[src/rtl/tar_pkg.sv]
// shared types and constants for the tensor axis reduction block
`timescale 1ns / 1ps

package tar_pkg;

    localparam int VAL_W      = 32;  // element width, signed q16.16
    localparam int ACC_W      = 48;  // accumulator and result width
    localparam int POS_W      = 16;  // axis position and length width
    localparam int OP_W       = 3;
    localparam int INNER_W    = 11;  // inner count register width
    localparam int CFG_IDX_W  = 2;
    localparam int CFG_DATA_W = 16;

    // reduction codes
    localparam logic [OP_W-1:0] OP_SUM    = 3'd0;
    localparam logic [OP_W-1:0] OP_MEAN   = 3'd1;
    localparam logic [OP_W-1:0] OP_MAX    = 3'd2;
    localparam logic [OP_W-1:0] OP_MIN    = 3'd3;
    localparam logic [OP_W-1:0] OP_ARGMAX = 3'd4;
    localparam logic [OP_W-1:0] OP_ARGMIN = 3'd5;

    // register indexes
    localparam logic [CFG_IDX_W-1:0] REG_OP     = 2'd0;
    localparam logic [CFG_IDX_W-1:0] REG_LENGTH = 2'd1;
    localparam logic [CFG_IDX_W-1:0] REG_INNER  = 2'd2;

    // effective configuration, already clamped to legal values
    typedef struct packed {
        logic [OP_W-1:0]    op;
        logic [POS_W-1:0]   len;
        logic [INNER_W-1:0] inner;
    } t_cfg;

endpackage

[src/rtl/tar_if.sv]
// channel interfaces: element input, result output, register write
`timescale 1ns / 1ps

interface tar_in_if;
    logic                                valid;
    logic                                ready;
    logic signed [tar_pkg::VAL_W-1:0]    element_value;

    modport source (output valid, output element_value, input ready);
    modport sink   (input valid, input element_value, output ready);
endinterface


[src/rtl/tar_front.sv]
// front end: accepts elements and tags them with inner and axis position
`timescale 1ns / 1ps

module tar_front #(
    parameter int ADDR_W = 10,
    localparam int ITEM_W = tar_pkg::VAL_W + ADDR_W + tar_pkg::POS_W + 2
) (
    input  logic               i_clk,
    input  logic               i_rst_n,
    tar_in_if.sink             i_in,
    input  tar_pkg::t_cfg      i_cfg,
    input  logic               i_cfg_wr,
    input  logic               i_full,
    output logic               o_push,
    output logic [ITEM_W-1:0]  o_item
);
    import tar_pkg::*;

    typedef struct packed {
        logic signed [VAL_W-1:0] value;
        logic [ADDR_W-1:0]       ip;
        logic [POS_W-1:0]        ax;
        logic                    first;
        logic                    last;
    } t_item;

    logic [ADDR_W-1:0] r_ip;
    logic [POS_W-1:0]  r_ax;
    logic              accept;
    logic              ip_last;
    logic              ax_last;
    t_item             item;

    assign i_in.ready = !i_full;
    assign accept     = i_in.valid && !i_full;
    assign ip_last    = 32'(r_ip) == (32'(i_cfg.inner) - 32'd1);
    assign ax_last    = r_ax == (i_cfg.len - 16'd1);

    always_comb begin
        item.value = i_in.element_value;
        item.ip    = r_ip;
        item.ax    = r_ax;
        item.first = r_ax == '0;
        item.last  = ax_last;
    end

    assign o_push = accept;
    assign o_item = item;

    always_ff @(posedge i_clk) begin
        if (!i_rst_n) begin
            r_ip <= '0;
            r_ax <= '0;
        end else if (i_cfg_wr) begin
            r_ip <= '0;
            r_ax <= '0;
        end else if (accept) begin
            if (ip_last) begin
                r_ip <= '0;
                r_ax <= ax_last ? '0 : r_ax + 16'd1;
            end else begin
                r_ip <= r_ip + ADDR_W'(1);
            end
        end
    end

endmodule

[src/flat_wrapper.sv]
// flat-port wrapper written by rule: the top's interface ports become plain ports
module tar_front_flat import tar_pkg::*;
#(
    parameter int ADDR_W = 10,
    localparam int ITEM_W = tar_pkg::VAL_W + ADDR_W + tar_pkg::POS_W + 2
)
  (i_clk, i_rst_n, i_cfg, i_cfg_wr, i_full, o_push, o_item, i_in_valid, i_in_element_value, i_in_ready);
  tar_in_if i_in_i ();
  input  logic i_clk;
  input  logic i_rst_n;
  input  tar_pkg::t_cfg i_cfg;
  input  logic i_cfg_wr;
  input  logic i_full;
  output logic o_push;
  output logic [ITEM_W-1:0] o_item;
  input wire logic [$bits(i_in_i.valid)-1:0] i_in_valid;
  input wire logic [$bits(i_in_i.element_value)-1:0] i_in_element_value;
  output wire logic [$bits(i_in_i.ready)-1:0] i_in_ready;
  assign i_in_i.valid = i_in_valid;
  assign i_in_i.element_value = i_in_element_value;
  assign i_in_ready = i_in_i.ready;
  tar_front #(.ADDR_W(ADDR_W)) u_core (.i_clk(i_clk), .i_rst_n(i_rst_n), .i_in(i_in_i), .i_cfg(i_cfg), .i_cfg_wr(i_cfg_wr), .i_full(i_full), .o_push(o_push), .o_item(o_item));
endmodule
[config.mk]
export PLATFORM = sky130hd
export DESIGN_NAME = tar_front_flat
export DESIGN_NICKNAME = d
export VERILOG_FILES = /design/src/rtl/tar_pkg.sv /design/src/rtl/tar_if.sv /design/src/rtl/tar_front.sv /design/src/flat_wrapper.sv
export SDC_FILE = /design/constraint.sdc
export NUM_CORES = 1
export LEC_CHECK = 0
export BUFFER_PORTS_ARGS = -buffer_cell sky130_fd_sc_hd__buf_4
export CAP_MARGIN = 20
export CORE_MARGIN = 5
export CORE_UTILIZATION = 34
export CTS_BUF_LIST = sky130_fd_sc_hd__clkbuf_16
export CTS_CLUSTER_DIAMETER = 60
export DETAILED_ROUTE_END_ITERATION = 10
export GPL_TIMING_DRIVEN = 1
export SETUP_SLACK_MARGIN = 0.5
export SYNTH_ARGS = -nofsm -noshare
export SYNTH_HDL_FRONTEND = slang
export SYNTH_SLANG_ARGS = --single-unit
[constraint.sdc]
create_clock -name i_clk -period 6.75 [get_ports i_clk]
set_clock_uncertainty 0.15 [all_clocks]
set_input_delay 1.0125 -clock i_clk [delete_from_list [all_inputs] [get_ports i_clk]]
set_output_delay 1.0125 -clock i_clk [all_outputs]
set_load 0.005 [all_outputs]
-- Yosys cells after proc, flatten, opt, wreduce, memory -nomap -nowiden
Index checks and enable logic that the tools add are counted.
- add/sub/neg operators: 4
- eq/ne operators: 2
- muxes and demuxes: 2
- bitwise gates (word level): 1
- reductions and logical operators: 5
- operators with widths (cell ; number):
    == test 10 x 32 -> 1 bit ; 1
    adder 16 x 1 -> 16 bit (second input constant) ; 1
    == test 16 bit ; 1
    zero test 16 bit ; 1
    two-way mux 16 bit ; 1
    subtractor 16 x 1 -> 16 bit (second input constant) ; 1
    subtractor 11 x 1 -> 12 bit (second input constant) ; 1
    adder 10 x 1 -> 10 bit (second input constant) ; 1
    two-way mux 10 bit ; 1
    AND reduction 2 bit ; 1
    OR reduction 2 bit ; 1
    logical AND 1 bit ; 1
    zero test 1 bit ; 1
    inverter 1 bit ; 1
- flip-flop bits (word level): 26
- input port bits: 67
- output and inout port bits: 62

-- Longest topological paths before layout
- depth after elaboration: 3
- gate-level depth with buffers: 11

-- Worst setup path before layout
OpenSTA, ideal clock, no wires.
- path kind: input-to-output
- start point: in i_cfg[17] (netlist bit)
- end point: out o_item[0]
- data arrival time: 2.954 ns
- path slack: 2.634 ns
- cell stages on the path: 8
- cells stage by stage: clkbuf_1 > or4_1 > nor4_2 > xor2_1 > o221a_2 > o21ai_1 > and3_1 > buf_4
- cells in the longest elaborated chain, start to end: 2
- ends and longest elaborated chain (element ; RTL line ; RTL):
    start, declared ; flat_wrapper.sv:11 ; input tar_pkg::t_cfg i_cfg;
    subtractor 16 x 1 -> 16 bit ; tar_front.sv:37 ; assign ax_last = r_ax == (i_cfg.len - 16'd1);
    == test 16 bit ; tar_front.sv:37 ;
    end, declared ; flat_wrapper.sv:15 ; output logic [ITEM_W-1:0] o_item;
No other way between the ends.

-- Final worst setup path
- start point: in i_cfg[13] (netlist bit)
- end point: out o_item[0]
The elaborated chain is that of the path after synthesis.

==> metrics <==
final non-filler cell total 451; Tmin final 4.46 ns; Sum Neg Setup Slack 0 ns; PwrDens 131 mW/mm^2; layout net count 425; Critical Path AT 3.30 ns; Primary FF master, synth dfxtp_1; FF-to-FF setup slack 3.48 ns; clock-pin slew on the worst setup and hold paths 0.06 ns; Via density 5.24; First-pass DRT Iterations 4; Reg2Reg Capture Point u_core.r_ax[8]; CTS root buf clkbuf_16; ranking of synthesized cells by area dfxtp_1 20%, buf_4 9.5%, xnor2_1 9.4%; Max Cap Viol 0; Seq/Total Area, Yosys 0.200; asr flop ratio synth 0; mapped cell area 0.00260 mm^2; CTS Buf Count 3; initial antenna violation count 0; routability cong. 0.868; CTS Hold Buffers Added 0; largest net degree at the start of global routing 16; most frequent cell after synthesis buf_4; PortBufs 61; clk_lat worst skew 0.26 ns; Vert. Die Dim 97.4 um; Max Clock Freq 224 MHz; Tcrit/Tclk final 0.661; worst IR drop on VDD 89.9 uV; Worst-Margin Slew 0.992 ns; final WL 6530 um; Initial Util 0.354; status complete, no violations; Slew Limit Fails 0; Post-synth top cells 33 x buf_4, 28 x xnor2_1, 27 x nor2_1; Worst Hold Slack 0.397 ns; number of synthesized flops with an enable pin 0; unrepaired setup endpoints after global routing false; kind of critical path in2out; CP max FO 7; CP Launch Point i_cfg[13]; post-route ant nets 0; Hold WC Path Type reg2reg; synthesized flop and latch total 26; Worst slew margin 0.334; Mapped Nets 402; CORE AREA 0.00733 mm^2; CP endpoint o_item[0]; Area growth, synth to finish 15.4%; Synthesis Warnings 0; Clock Tree Buf Depth 2; Die X 97.4 um; first-pass GRT wire length 11,300 um; final worst-path setup slack 2.29 ns; DRC viols 0; crit end category output port; Inst Count DP 447; CTS tree yes; gr usage total 0.139; via count 2,365; Fillers 767; dominant cell type by area after synthesis dfxtp_1; number of global-route vias before repair 2,299; dpl hpwl 5230 um; Avg Cell Area, Syn 7.87 um^2; Post-Syn Instances 330; CP required 5.59 ns; htree depth 1; Pleak 1.06 nW; dpl ws 2.30 ns; Worst Setup Start Kind primary input; top cell type's share of synthesized area 0.200; FF/Latch Area 520 um^2; 1st-iter DRT viols 130; Die Area 0.00949 mm^2; CTS resizes 0; Worst R2R Start u_core.r_ax[7]; n_diodes 0; clock sink total 26; # IOs 129; drt wl/cell 14.5 um; Multi-input gate area 0.00174 mm^2; total grt overflow 0; R2R depth 8; Unique masters post-synth 61; # setup viols final 0; Row Count 31; layout cell share with drive strength beyond 1 0.244; Post-CTS Setup Bufs 0; Hold Vio Cnt, Final 0
## layout by cell type, fill, tap and decap left out, drive strengths merged, types with 6 or more instances in the layout
cell	synthesis	final
dfxtp	26	26
xnor2	28	28
nor2b	6	6
nand4	9	9
o21ai	6	6
a21oi	9	9
nor3	13	13
xor2	17	17
nand2b	7	7
nor4	13	13
or3	9	9
nor2	31	31
nand3	18	18
nand2	17	17
inv	13	13
buf	35	61
o31ai	6	6
## cell type report
class,instances,area share
inverter,13,0.0163
multi-input combinational,248,0.581
timing repair buffer,61,0.153
clock inverter,1,0.0100
sequential,26,0.174
clock buffer,3,0.0250
tap,99,0.0413
## worst min path at each step
stage / cells after the start / slack, ns / endpoint / start
6_report: 2 / 0.40 / u_core.r_ip[1] / u_core.r_ip[1]
5_1_grt: 2 / 0.43 / u_core.r_ip[1] / u_core.r_ip[1]
4_1_cts: 2 / 0.39 / u_core.r_ip[1] / u_core.r_ip[1]
3_5_place_dp: 2 / 0.38 / u_core.r_ip[1] / u_core.r_ip[1]
3_3_place_gp: 2 / 0.38 / u_core.r_ip[1] / u_core.r_ip[1]
2_1_floorplan: 2 / 0.36 / u_core.r_ip[1] / u_core.r_ip[1]
## power by group
part / leakage [nW] / internal, mW / total, mW / switching (mW)
sequential: 0.209 / 0.154 / 0.154 / 0.000418
combinational: 0.796 / 0.0302 / 0.0640 / 0.0338
clock: 0.0511 / 0.118 / 0.173 / 0.0552
## metal layers
metal | vias to the layer above | routed length, um | GRT usage
li1 | 1197 | - | -
met5 | - | 0 | 0
met2 | 60 | 3080 | 0.225
met1 | 1098 | 3010 | 0.191
met4 | 0 | 72 | 0.0405
met3 | 10 | 368 | 0.0201
## critical path: stages
cell,delay (ns)
buf_4,0.13
nor3_1,0.66
a21oi_1,0.12
a2111oi_0,0.46
o31ai_1,0.20
a211oi_1,0.37
and3_1,0.22
buf_4,0.11
## registers in the layout, summed over array words and instances (netlist names)
name	cells
u_core.r_ip	10
u_core.r_ax	16
## metrics by stage
stage,power (mW),instance area [um^2],utilization
floorplan,0.208,2600,-
global placement,0.220,2890,0.395
detailed placement,0.221,2890,0.395
CTS,0.395,3000,0.409
global route,0.407,3000,0.409
finish,0.391,3000,0.409
## cell families after synthesis
| group | count (synthesis) | share of synthesized area |
|---|---|---|
| buf+inv | 56 | 0.129 |
| simple gates | 149 | 0.340 |
| flops | 26 | 0.200 |
| compound gates | 47 | 0.142 |
| mux | 1 | 0.00385 |
| fa+ha+maj | 5 | 0.0241 |
| xor+xnor | 46 | 0.160 |
No activity file was read; power rests on OpenSTA's default activity.
